$ cat src/sv/clock_synth_divider_planner_defines.svh
// Assertion helpers for the planner modules; cspl_emit is the one that uses them.
// Both expect signals named clk and rst_n in the module that uses them.
`ifndef CLOCK_SYNTH_DIVIDER_PLANNER_DEFINES_SVH
`define CLOCK_SYNTH_DIVIDER_PLANNER_DEFINES_SVH

// Same-cycle implication.
`define CSPL_ASSERT_IMPL(label, ante, cons) \
    label: assert property (@(posedge clk) disable iff (!rst_n) (ante) |-> (cons)) \
        else $error("planner check failed");

// Next-cycle implication.
`define CSPL_ASSERT_NEXT(label, ante, cons) \
    label: assert property (@(posedge clk) disable iff (!rst_n) (ante) |=> (cons)) \
        else $error("planner check failed");

`endif

$ cat src/sv/cspl_pkg.sv
package cspl_pkg;

    localparam int QUEUE_DEPTH_DEF = 2;

    // Configuration register indexes.
    localparam logic [2:0] CFG_MIN_FREQUENCY        = 3'd0;
    localparam logic [2:0] CFG_MAX_FREQUENCY        = 3'd1;
    localparam logic [2:0] CFG_TIMER_SOURCE_MODE    = 3'd2;
    localparam logic [2:0] CFG_PLL_TARGET           = 3'd3;
    localparam logic [2:0] CFG_REF_CLK_FREQ         = 3'd4;
    localparam logic [2:0] CFG_FRACTION_DENOMINATOR = 3'd5;

    localparam logic [19:0] MIN_FREQUENCY_RST        = 20'd450;
    localparam logic [19:0] MAX_FREQUENCY_RST        = 20'd1300;
    localparam logic [23:0] PLL_TARGET_RST           = 24'd900000;
    localparam logic [23:0] REF_CLK_FREQ_RST         = 24'd25000;
    localparam logic [19:0] FRACTION_DENOMINATOR_RST = 20'hFFFFF;

    // Result status codes.
    localparam logic [1:0] STATUS_OK       = 2'd0;
    localparam logic [1:0] STATUS_CHAN_ERR = 2'd1;
    localparam logic [1:0] STATUS_FREQ_ERR = 2'd2;

    // Chip register map.
    localparam logic [7:0] ADDR_PLL_A     = 8'd26;
    localparam logic [7:0] ADDR_MS_0      = 8'd42;
    localparam logic [7:0] ADDR_MS_1      = 8'd50;
    localparam logic [7:0] ADDR_PLL_RESET = 8'd177;
    localparam logic [7:0] ADDR_CLK0_CTRL = 8'd16;
    localparam logic [7:0] ADDR_CLK1_CTRL = 8'd17;
    localparam logic [7:0] VAL_PLL_RESET  = 8'hA0;
    localparam logic [7:0] VAL_CLK_CTRL   = 8'h4F;

    // Beat positions within one request's run.
    localparam logic [4:0] IDX_MS_FIRST  = 5'd8;
    localparam logic [4:0] IDX_PLL_RESET = 5'd16;
    localparam logic [4:0] IDX_CLK_CTRL  = 5'd17;

    localparam logic [17:0] P1_OFFSET = 18'd512;

    // Divider passes, counted in 4-bit quotient digits.
    localparam int         DIGIT_BITS  = 4;
    localparam logic [2:0] DIGITS_FULL = 3'd6;
    localparam logic [2:0] DIGITS_NUM  = 3'd5;
    localparam logic [2:0] DIGITS_T    = 3'd2;

    typedef struct packed {
        logic [1:0]  channel;
        logic [19:0] frequency;
    } req_t;

    typedef struct packed {
        logic        write_valid;
        logic [7:0]  reg_address;
        logic [7:0]  reg_value;
        logic [1:0]  status;
        logic        last;
    } res_t;

    typedef struct packed {
        logic [19:0] min_frequency;
        logic [19:0] max_frequency;
        logic        timer_source_mode;
        logic [23:0] pll_target;
        logic [23:0] ref_clk_freq;
        logic [19:0] fraction_denominator;
    } cfg_t;

    typedef enum logic [1:0] {
        KIND_OK,
        KIND_CHAN_ERR,
        KIND_FREQ_ERR
    } kind_t;

    // One classified request waiting for the back end.
    typedef struct packed {
        kind_t       kind;
        logic        ms_sel;
        logic [20:0] freq;
    } entry_t;

    // Everything the emitter needs to produce one run of beats.
    typedef struct packed {
        kind_t       kind;
        logic        ms_sel;
        logic [17:0] pll_p1;
        logic [19:0] pll_p2;
        logic [19:0] pll_p3;
        logic [17:0] ms_p1;
    } plan_t;

    typedef struct packed {
        logic        start;
        logic [2:0]  digits;
        logic [23:0] r_init;
        logic [23:0] low;
        logic [23:0] divisor;
    } div_cmd_t;

    typedef struct packed {
        logic        done;
        logic [23:0] quotient;
        logic [23:0] remainder;
    } div_rsp_t;

    typedef enum logic [3:0] {
        CS_IDLE,
        CS_DIV1,
        CS_VCO,
        CS_DIV3,
        CS_PROD,
        CS_DIV4,
        CS_TSTART,
        CS_DIV5,
        CS_PARAMS,
        CS_HOLD
    } comp_state_t;

    // Byte k of an eight-register P1/P2/P3 parameter block.
    function automatic logic [7:0] param_byte(input logic [2:0]  k,
                                              input logic [17:0] p1,
                                              input logic [19:0] p2,
                                              input logic [19:0] p3);
        logic [7:0] b;
        case (k)
            3'd0:    b = p3[15:8];
            3'd1:    b = p3[7:0];
            3'd2:    b = {6'd0, p1[17:16]};
            3'd3:    b = p1[15:8];
            3'd4:    b = p1[7:0];
            3'd5:    b = {p3[19:16], p2[19:16]};
            3'd6:    b = p2[15:8];
            default: b = p2[7:0];
        endcase
        return b;
    endfunction

endpackage

$ cat src/sv/cspl_front.sv
module cspl_front
    import cspl_pkg::*;
(
    input  logic        clk,
    input  logic        rst_n,
    input  logic        cfg_write,
    input  logic [2:0]  cfg_index,
    input  logic [23:0] cfg_data,
    input  logic        req_valid,
    input  req_t        req_data,
    output logic        req_stall,
    input  logic        q_full,
    output logic        push,
    output entry_t      push_entry,
    output cfg_t        cfg
);

    cfg_t cfg_reg;
    logic freq_bad;

    always_ff @(posedge clk or negedge rst_n)
    begin
        if (!rst_n)
        begin
            cfg_reg.min_frequency        <= MIN_FREQUENCY_RST;
            cfg_reg.max_frequency        <= MAX_FREQUENCY_RST;
            cfg_reg.timer_source_mode    <= 1'b0;
            cfg_reg.pll_target           <= PLL_TARGET_RST;
            cfg_reg.ref_clk_freq         <= REF_CLK_FREQ_RST;
            cfg_reg.fraction_denominator <= FRACTION_DENOMINATOR_RST;
        end
        else if (cfg_write)
        begin
            unique case (cfg_index)
                CFG_MIN_FREQUENCY:        cfg_reg.min_frequency <= cfg_data[19:0];
                CFG_MAX_FREQUENCY:        cfg_reg.max_frequency <= cfg_data[19:0];
                CFG_TIMER_SOURCE_MODE:    cfg_reg.timer_source_mode <= cfg_data[0];
                CFG_PLL_TARGET:           cfg_reg.pll_target <= cfg_data;
                CFG_REF_CLK_FREQ:         cfg_reg.ref_clk_freq <= cfg_data;
                CFG_FRACTION_DENOMINATOR: cfg_reg.fraction_denominator <= cfg_data[19:0];
                default:                  ;
            endcase
        end
    end

    assign cfg = cfg_reg;

    always_comb
    begin
        freq_bad = (req_data.frequency == 20'd0)
                || (req_data.frequency < cfg_reg.min_frequency)
                || (req_data.frequency > cfg_reg.max_frequency);

        if (freq_bad)
            push_entry.kind = KIND_FREQ_ERR;
        else if (req_data.channel[1])
            push_entry.kind = KIND_CHAN_ERR;
        else
            push_entry.kind = KIND_OK;

        push_entry.ms_sel = req_data.channel[0];
        push_entry.freq   = cfg_reg.timer_source_mode ? {req_data.frequency, 1'b0}
                                                      : {1'b0, req_data.frequency};
    end

    assign req_stall = q_full;
    assign push      = req_valid && !q_full;

endmodule

$ cat src/sv/cspl_fifo.sv
module cspl_fifo
    import cspl_pkg::*;
#(
    parameter int DEPTH = QUEUE_DEPTH_DEF
)
(
    input  logic   clk,
    input  logic   rst_n,
    input  logic   push,
    input  entry_t push_entry,
    output logic   full,
    output logic   head_valid,
    output entry_t head_entry,
    input  logic   pop
);

    localparam int PTR_W = (DEPTH > 1) ? $clog2(DEPTH) : 1;
    localparam int CNT_W = $clog2(DEPTH + 1);

    entry_t             mem_reg [DEPTH];
    logic [PTR_W-1:0]   wr_ptr_reg;
    logic [PTR_W-1:0]   rd_ptr_reg;
    logic [CNT_W-1:0]   count_reg;
    logic               do_push;
    logic               do_pop;

    assign full       = (count_reg == CNT_W'(DEPTH));
    assign head_valid = (count_reg != '0);
    assign head_entry = mem_reg[rd_ptr_reg];
    assign do_push    = push && !full;
    assign do_pop     = pop && head_valid;

    always_ff @(posedge clk or negedge rst_n)
    begin
        if (!rst_n)
        begin
            wr_ptr_reg <= '0;
            rd_ptr_reg <= '0;
            count_reg  <= '0;
        end
        else
        begin
            if (do_push)
                wr_ptr_reg <= (wr_ptr_reg == PTR_W'(DEPTH - 1)) ? '0 : wr_ptr_reg + 1'b1;
            if (do_pop)
                rd_ptr_reg <= (rd_ptr_reg == PTR_W'(DEPTH - 1)) ? '0 : rd_ptr_reg + 1'b1;
            if (do_push && !do_pop)
                count_reg <= count_reg + 1'b1;
            else if (do_pop && !do_push)
                count_reg <= count_reg - 1'b1;
        end
    end

    always_ff @(posedge clk)
    begin
        if (do_push)
            mem_reg[wr_ptr_reg] <= push_entry;
    end

endmodule

$ cat src/sv/cspl_div.sv
module cspl_div
    import cspl_pkg::*;
(
    input  logic     clk,
    input  logic     rst_n,
    input  div_cmd_t cmd,
    output div_rsp_t rsp
);

    // Restoring divider, four quotient bits per cycle. The partial remainder
    // starts below the divisor, so the quotient fits in the digits asked for.
    logic [23:0] r_reg;
    logic [23:0] low_reg;
    logic [23:0] q_reg;
    logic [23:0] d_reg;
    logic [2:0]  cnt_reg;
    logic        done_reg;

    logic [24:0] r_w;
    logic [23:0] low_w;
    logic [23:0] q_w;

    always_comb
    begin
        r_w   = {1'b0, r_reg};
        low_w = low_reg;
        q_w   = q_reg;
        for (int i = 0; i < DIGIT_BITS; i++)
        begin
            r_w   = {r_w[23:0], low_w[23]};
            low_w = {low_w[22:0], 1'b0};
            if (r_w >= {1'b0, d_reg})
            begin
                r_w = r_w - {1'b0, d_reg};
                q_w = {q_w[22:0], 1'b1};
            end
            else
            begin
                q_w = {q_w[22:0], 1'b0};
            end
        end
    end

    always_ff @(posedge clk or negedge rst_n)
    begin
        if (!rst_n)
        begin
            cnt_reg  <= '0;
            done_reg <= 1'b0;
        end
        else
        begin
            done_reg <= (cnt_reg == 3'd1);
            if (cmd.start)
                cnt_reg <= cmd.digits;
            else if (cnt_reg != '0)
                cnt_reg <= cnt_reg - 1'b1;
        end
    end

    always_ff @(posedge clk)
    begin
        if (cmd.start)
        begin
            r_reg   <= cmd.r_init;
            low_reg <= cmd.low;
            q_reg   <= '0;
            d_reg   <= cmd.divisor;
        end
        else if (cnt_reg != '0)
        begin
            r_reg   <= r_w[23:0];
            low_reg <= low_w;
            q_reg   <= q_w;
        end
    end

    assign rsp.done      = done_reg;
    assign rsp.quotient  = q_reg;
    assign rsp.remainder = r_reg;

endmodule

$ cat src/sv/cspl_back.sv
module cspl_back
    import cspl_pkg::*;
(
    input  logic   clk,
    input  logic   rst_n,
    input  cfg_t   cfg,
    input  logic   head_valid,
    input  entry_t head_entry,
    output logic   pop,
    output logic   plan_valid,
    output plan_t  plan,
    input  logic   plan_ready
);

    comp_state_t state_reg;
    comp_state_t state_next;
    entry_t      ent_reg;
    logic [23:0] divider_reg;
    logic [7:0]  mult_reg;
    logic [23:0] rem_reg;
    logic [19:0] num_reg;
    logic [6:0]  t_reg;
    plan_t       plan_reg;

    div_cmd_t    cmd;
    div_rsp_t    rsp;
    logic        frac_off;
    logic        xtal_zero;
    logic [44:0] vco_full;
    logic [43:0] prod;
    logic [26:0] ct;

    cspl_div u_div
    (
        .clk   (clk),
        .rst_n (rst_n),
        .cmd   (cmd),
        .rsp   (rsp)
    );

    assign xtal_zero = (cfg.ref_clk_freq == 24'd0);
    // With no crystal or no denominator the fractional part is forced to zero.
    assign frac_off  = xtal_zero || (cfg.fraction_denominator == 20'd0);
    assign vco_full  = divider_reg * ent_reg.freq;
    assign prod      = rem_reg * cfg.fraction_denominator;
    assign ct        = cfg.fraction_denominator * t_reg;

    always_ff @(posedge clk or negedge rst_n)
    begin
        if (!rst_n)
            state_reg <= CS_IDLE;
        else
            state_reg <= state_next;
    end

    always_comb
    begin
        state_next = state_reg;
        pop        = 1'b0;
        cmd        = '0;
        unique case (state_reg)
            CS_IDLE:
            begin
                if (head_valid)
                begin
                    pop = 1'b1;
                    if (head_entry.kind == KIND_FREQ_ERR)
                        state_next = CS_HOLD;
                    else
                    begin
                        cmd.start   = 1'b1;
                        cmd.digits  = DIGITS_FULL;
                        cmd.low     = cfg.pll_target;
                        cmd.divisor = {3'd0, head_entry.freq};
                        state_next  = CS_DIV1;
                    end
                end
            end
            CS_DIV1:
            begin
                if (rsp.done)
                    state_next = CS_VCO;
            end
            CS_VCO:
            begin
                // The product never exceeds the PLL target, so 24 bits hold it.
                cmd.start   = 1'b1;
                cmd.digits  = DIGITS_FULL;
                cmd.low     = vco_full[23:0];
                cmd.divisor = cfg.ref_clk_freq;
                state_next  = CS_DIV3;
            end
            CS_DIV3:
            begin
                if (rsp.done)
                    state_next = CS_PROD;
            end
            CS_PROD:
            begin
                cmd.start   = 1'b1;
                cmd.digits  = DIGITS_NUM;
                cmd.r_init  = prod[43:20];
                cmd.low     = {prod[19:0], 4'd0};
                cmd.divisor = cfg.ref_clk_freq;
                state_next  = CS_DIV4;
            end
            CS_DIV4:
            begin
                if (rsp.done)
                    state_next = CS_TSTART;
            end
            CS_TSTART:
            begin
                // 128 * num over c, taken as an eight-bit quotient.
                cmd.start   = 1'b1;
                cmd.digits  = DIGITS_T;
                cmd.r_init  = {5'd0, num_reg[19:1]};
                cmd.low     = {num_reg[0], 23'd0};
                cmd.divisor = {4'd0, cfg.fraction_denominator};
                state_next  = CS_DIV5;
            end
            CS_DIV5:
            begin
                if (rsp.done)
                    state_next = CS_PARAMS;
            end
            CS_PARAMS:
            begin
                state_next = CS_HOLD;
            end
            CS_HOLD:
            begin
                if (plan_ready)
                    state_next = CS_IDLE;
            end
            default:
            begin
                state_next = CS_IDLE;
            end
        endcase
    end

    always_ff @(posedge clk)
    begin
        if (state_reg == CS_IDLE && head_valid)
        begin
            ent_reg       <= head_entry;
            plan_reg.kind <= head_entry.kind;
        end
        if (state_reg == CS_DIV1 && rsp.done)
            divider_reg <= {rsp.quotient[23:1], 1'b0};
        if (state_reg == CS_DIV3 && rsp.done)
        begin
            mult_reg <= xtal_zero ? 8'd0 : rsp.quotient[7:0];
            rem_reg  <= xtal_zero ? 24'd0 : rsp.remainder;
        end
        if (state_reg == CS_DIV4 && rsp.done)
            num_reg <= frac_off ? 20'd0 : rsp.quotient[19:0];
        if (state_reg == CS_DIV5 && rsp.done)
            t_reg <= frac_off ? 7'd0 : rsp.quotient[6:0];
        if (state_reg == CS_PARAMS)
        begin
            plan_reg.kind   <= ent_reg.kind;
            plan_reg.ms_sel <= ent_reg.ms_sel;
            plan_reg.pll_p1 <= {3'd0, mult_reg, 7'd0} + {11'd0, t_reg} - P1_OFFSET;
            plan_reg.pll_p2 <= {num_reg[12:0], 7'd0} - ct[19:0];
            plan_reg.pll_p3 <= cfg.fraction_denominator;
            plan_reg.ms_p1  <= {divider_reg[10:0], 7'd0} - P1_OFFSET;
        end
    end

    assign plan_valid = (state_reg == CS_HOLD);
    assign plan       = plan_reg;

endmodule

$ cat src/sv/cspl_emit.sv
`include "clock_synth_divider_planner_defines.svh"

module cspl_emit
    import cspl_pkg::*;
(
    input  logic  clk,
    input  logic  rst_n,
    input  logic  plan_valid,
    input  plan_t plan,
    output logic  plan_ready,
    output logic  res_valid,
    output res_t  res_data,
    input  logic  res_stall
);

    logic       active_reg;
    logic [4:0] idx_reg;
    plan_t      cur_reg;

    res_t       beat;
    logic       beat_take;
    logic       load;

    always_comb
    begin
        beat = '0;
        unique case (cur_reg.kind) inside
            KIND_FREQ_ERR:
            begin
                beat.status = STATUS_FREQ_ERR;
                beat.last   = 1'b1;
            end
            KIND_OK, KIND_CHAN_ERR:
            begin
                if (idx_reg < IDX_MS_FIRST)
                begin
                    beat.write_valid = 1'b1;
                    beat.reg_address = ADDR_PLL_A + {5'd0, idx_reg[2:0]};
                    beat.reg_value   = param_byte(idx_reg[2:0], cur_reg.pll_p1,
                                                  cur_reg.pll_p2, cur_reg.pll_p3);
                end
                else if (cur_reg.kind == KIND_CHAN_ERR)
                begin
                    beat.status = STATUS_CHAN_ERR;
                    beat.last   = 1'b1;
                end
                else if (idx_reg < IDX_PLL_RESET)
                begin
                    beat.write_valid = 1'b1;
                    beat.reg_address = (cur_reg.ms_sel ? ADDR_MS_1 : ADDR_MS_0)
                                     + {5'd0, idx_reg[2:0]};
                    beat.reg_value   = param_byte(idx_reg[2:0], cur_reg.ms_p1,
                                                  20'd0, 20'd1);
                end
                else if (idx_reg == IDX_PLL_RESET)
                begin
                    beat.write_valid = 1'b1;
                    beat.reg_address = ADDR_PLL_RESET;
                    beat.reg_value   = VAL_PLL_RESET;
                end
                else
                begin
                    beat.write_valid = 1'b1;
                    beat.reg_address = cur_reg.ms_sel ? ADDR_CLK1_CTRL : ADDR_CLK0_CTRL;
                    beat.reg_value   = VAL_CLK_CTRL;
                    beat.last        = 1'b1;
                end
            end
            default:
            begin
                beat = '0;
            end
        endcase
    end

    assign beat_take  = active_reg && !res_stall;
    // A new plan loads while the final beat of the current run goes out.
    assign plan_ready = !active_reg || (beat_take && beat.last);
    assign load       = plan_valid && plan_ready;

    always_ff @(posedge clk or negedge rst_n)
    begin
        if (!rst_n)
        begin
            active_reg <= 1'b0;
            idx_reg    <= '0;
        end
        else if (load)
        begin
            active_reg <= 1'b1;
            idx_reg    <= '0;
        end
        else if (beat_take)
        begin
            if (beat.last)
                active_reg <= 1'b0;
            else
                idx_reg <= idx_reg + 1'b1;
        end
    end

    always_ff @(posedge clk)
    begin
        if (load)
            cur_reg <= plan;
    end

    assign res_valid = active_reg;
    assign res_data  = beat;

    `CSPL_ASSERT_NEXT(a_run_continues, beat_take && !beat.last, active_reg)
    `CSPL_ASSERT_IMPL(a_idx_bound, active_reg, idx_reg <= IDX_CLK_CTRL)
    `CSPL_ASSERT_IMPL(a_error_beat, active_reg && beat.status != STATUS_OK, !beat.write_valid && beat.last)

endmodule

$ cat src/sv/clock_synth_divider_planner.sv
// Channel   Handshake               Payload
// req       req_valid / req_stall   req_t: channel, frequency
// res       res_valid / res_stall   res_t: write_valid, reg_address, reg_value, status, last
// cfg       cfg_write               cfg_index selects the register, cfg_data carries it
//
// A planned request runs through the compute sequencer: four passes of the shared
// 4-bit-per-cycle divider plus setup steps. Its 18 beats go out while the next
// request is computed, so the sequencer takes the next request while the emitter
// still sends this run; a frequency error skips the divider passes.
// Reset clears the queue, the sequencer and the emitter, and loads register defaults.
// A stall on res holds the current beat; the queue fills and then stalls req.
module clock_synth_divider_planner
    import cspl_pkg::*;
#(
    parameter int QUEUE_DEPTH = QUEUE_DEPTH_DEF
)
(
    input  logic        clk,
    input  logic        rst_n,
    input  logic        cfg_write,
    input  logic [2:0]  cfg_index,
    input  logic [23:0] cfg_data,
    input  logic        req_valid,
    input  req_t        req_data,
    output logic        req_stall,
    output logic        res_valid,
    output res_t        res_data,
    input  logic        res_stall
);

    cfg_t   cfg;
    logic   q_full;
    logic   push;
    entry_t push_entry;
    logic   head_valid;
    entry_t head_entry;
    logic   pop;
    logic   plan_valid;
    plan_t  plan;
    logic   plan_ready;

    cspl_front u_front
    (
        .clk        (clk),
        .rst_n      (rst_n),
        .cfg_write  (cfg_write),
        .cfg_index  (cfg_index),
        .cfg_data   (cfg_data),
        .req_valid  (req_valid),
        .req_data   (req_data),
        .req_stall  (req_stall),
        .q_full     (q_full),
        .push       (push),
        .push_entry (push_entry),
        .cfg        (cfg)
    );

    cspl_fifo #(
        .DEPTH (QUEUE_DEPTH)
    ) u_fifo
    (
        .clk        (clk),
        .rst_n      (rst_n),
        .push       (push),
        .push_entry (push_entry),
        .full       (q_full),
        .head_valid (head_valid),
        .head_entry (head_entry),
        .pop        (pop)
    );

    cspl_back u_back
    (
        .clk        (clk),
        .rst_n      (rst_n),
        .cfg        (cfg),
        .head_valid (head_valid),
        .head_entry (head_entry),
        .pop        (pop),
        .plan_valid (plan_valid),
        .plan       (plan),
        .plan_ready (plan_ready)
    );

    cspl_emit u_emit
    (
        .clk        (clk),
        .rst_n      (rst_n),
        .plan_valid (plan_valid),
        .plan       (plan),
        .plan_ready (plan_ready),
        .res_valid  (res_valid),
        .res_data   (res_data),
        .res_stall  (res_stall)
    );

endmodule
$ cat config.mk
export PLATFORM = sky130hd
export DESIGN_NAME = clock_synth_divider_planner
export DESIGN_NICKNAME = d
export VERILOG_FILES = /design/src/sv/cspl_pkg.sv /design/src/sv/cspl_front.sv /design/src/sv/cspl_fifo.sv /design/src/sv/cspl_div.sv /design/src/sv/cspl_back.sv /design/src/sv/cspl_emit.sv /design/src/sv/clock_synth_divider_planner.sv
export VERILOG_INCLUDE_DIRS = /design/src /design/src/sv
export SDC_FILE = /design/constraint.sdc
export NUM_CORES = 2
export LEC_CHECK = 0
export ABC_AREA = 1
export BUFFER_PORTS_ARGS = -buffer_cell sky130_fd_sc_hd__buf_2
export CORE_MARGIN = 4
export CORE_UTILIZATION = 52
export CTS_CLUSTER_DIAMETER = 60
export DETAILED_ROUTE_END_ITERATION = 8
export PLACE_DENSITY_LB_ADDON = 0.08
export SYNTH_ARGS = -nofsm -noshare
export SYNTH_HDL_FRONTEND = slang
export SYNTH_SLANG_ARGS = --single-unit
export TNS_END_PERCENT = 30
$ cat constraint.sdc
create_clock -name clk -period 10.22 [get_ports clk]
set_input_delay 1.533 -clock clk [delete_from_list [all_inputs] [get_ports clk]]
set_output_delay 1.533 -clock clk [all_outputs]
set_load 0.05 [all_outputs]
==> flow_summary.toml <==
[critical_path]
path_class = "reg2reg"
cp_top_family = "simple AND/OR/NAND/NOR gates"
cpPeakStageDelay_ns = 0.71
crit_required_ns = 10.61
cp_num_buf_inv = 13
critPathArrivalTime_ns = 9.87
start_kind = "flop"
cpMaxStageDelayCell = "o21ai_0"
cpMostUsedCell = "nand2_1"
crit_fanout = 46
cp-end-kind = "flop"

[logic_synthesis]
yosysSeqAreaShare_pct = 26.24
synth_compound_area_share_pct = 7.603
synth_top_area_share_pct = 23.98
synthFlopType = "edfxtp_1"
synth_commonest_cells = "nand2_1, inv_1, fa_1, ha_1, edfxtp_1"
synthAdderAreaFrac_pct = 32.96
synth_cells = 6906
ys_types = 65
synth_area_leaders = "fa_1, edfxtp_1, nand2_1, inv_1, ha_1"
synth_enable_flop_cells = 368
ys_warn_count = 0
yosysMostFrequentCell = "nand2_1"
synth_top_family_by_area = "adder cells"
synth_top_cell_by_area = "fa_1"
synthMuxAreaShare_pct = 0
ys_seq_elements = 519
yosys.area_share.simple_pct = 18.00
syn_avg_cell_area_um2 = 8.148
netlist_area_um2 = 56270
synth-xor-area-share_pct = 2.537
async_flop_share_pct = 24.47
synth_fp_nets = 8038

[drt]
wl_per_cell_um = 21.70
ant_nets = 0
wirelength_um = 182900
avgViaCountPerCell = 5.445
drc_errors = 0
first_iter_violations = 4466
first_pass_iters = 5
via_count = 45890

[die]
ios = 76
die_y_um = 337.0
fp-row-count = 120
die_w_um = 337.0
start_util_pct = 52.49
coreArea_um2 = 107200
die_area_um2 = 113500

[sta]
fmax_mhz = 105.5
layout_min_cycle_time_ns = 9.480
finalMaxSlewViolations = 0
slew_headroom_pct = 20.01
setup_viol = 0
min_period_over_period_pct = 92.76
tightest_slew_ns = 1.197
fin_setup_tns_ns = 0
setup_ws_ns = 0.7403
rsz0062_at_grt = "no"
clock_skew_ns = 0.07824
hold_viol_final = 0
holdWs_ns = 0.3877

[final_layout]
nets = 8104
drive_above_1_share_pct = 6.990
stdcell_area_um2 = 61150
num-fill-cells = 10110
largest_reg_flops = 109
area_growth_pct = 8.676

[clock_network]
clockRootBuffer = "clkbuf_16"
clk_path_buf_depth = 3
cts_hold_buf = 0
cts_buffers = 61
post-cts-setup-buffers = 0
clock-sinks = 519
clk_pin_slew_ns = 0.06
h-tree-depth = 2
cts_tree = "yes"
postCtsResizedCells = 0
clk-insertion-delay-late_ns = 0.70

[placed_design]
dpl.hpwl_um = 148600
pre_cts_slack_ns = 0.6080
place_congestion = 0.9475
place_area_um2 = 58990
io_buffers = 74

[job]
max_cap_viol_count = 0

[grt]
grt_pass1_vias = 46000
overflow = 0
antenna_found_initial = 9
grt_pass1_wl_um = 280000
grt_max_degree = 81
grt_util_all_layers_pct = 32.83

[run_status]
status = "finished clean"

[worst_hold_path]
hp-class = "reg2reg"
## final cells by class
cell class / instances / area (um2) / share of cell area [%]
multi-input combinational: 4504 / 34430 / 56.31
sequential: 519 / 14770 / 24.15
inverter: 1607 / 6032 / 9.864
timing repair buffer: 279 / 2007 / 3.282
tap: 1403 / 1755 / 2.871
clock buffer: 78 / 1683 / 2.752
clock inverter: 37 / 470.5 / 0.7693
antenna: 2 / 5.005 / 0.008184
## cells by family after synthesis
kind of cell    count (synthesis)
compound gates                757
xor+xnor                      163
fa+ha+maj                    1078
buf+inv                      1883
flops                         519
other cells                     1
simple gates                 2505
## metal layers
layer  wire length, um  vias up  track usage, %
li1                  -    21240               -
met1             79120    22570           46.68
met2             80660     1764           50.98
met3             13840      313           4.271
met4              9291        0           13.86
met5                 0        -               0
## per-stage QoR
| stage | util (%) | std cells |
|---|---|---|
| 4_1_cts | 57.03 | 8427 |
| 5_1_grt | 57.04 | 8428 |
| 2_1_floorplan | - | 6906 |
| 3_3_place_gp | 55.03 | 8312 |
| 6_report | 57.04 | 8429 |
| 3_5_place_dp | 55.03 | 8312 |
## path summary, 6_finish.rpt
check	slack (ns)	to	cells past startpoint	startpoint
worst max-delay path	0.74	u_back.u_div.r_reg[22]	57	u_back.u_div.d_reg[3]
worst min-delay path	0.39	u_back.divider_reg[9]	0	u_back.u_div.q_reg[9]
worst max register to register	0.74	u_back.u_div.r_reg[22]	57	u_back.u_div.d_reg[3]
worst min register to register	0.39	u_back.divider_reg[9]	0	u_back.u_div.q_reg[9]
max in group asynchronous	7.96	u_front.cfg[48]	2	rst_n
min in group asynchronous	0.94	u_emit.idx_reg[0]	1	rst_n
## cell usage in the layout (no fill, tap or decap), drive strengths merged, types with 7 or more instances in the layout
master    netlist  routed
nand2        1901    1901
inv          1604    1611
fa            674     674
ha            404     404
edfxtp        368     368
o21ai         325     325
buf            37     279
a21oi         244     244
nor2          235     235
nand3         207     207
xor2           85      85
dfrtp          82      82
xnor2          78      78
clkbuf        239      78
nand4          58      58
dfstp          45      45
nor3           44      44
o21bai         29      29
dfxtp          24      24
or2            24      24
a31oi          23      23
a21o           23      23
o22ai          23      23
nor4           22      22
clkinv          3      20
a221oi         15      15
o21a           14      14
o211ai         12      12
o2111ai         9       9
a22oi           9       9
o221ai          7       7
clkinvlp        0       7
Power is left out: the tool's default activity adds up to more than one toggle a clock period on the data nets, which glitch-free logic cannot reach.
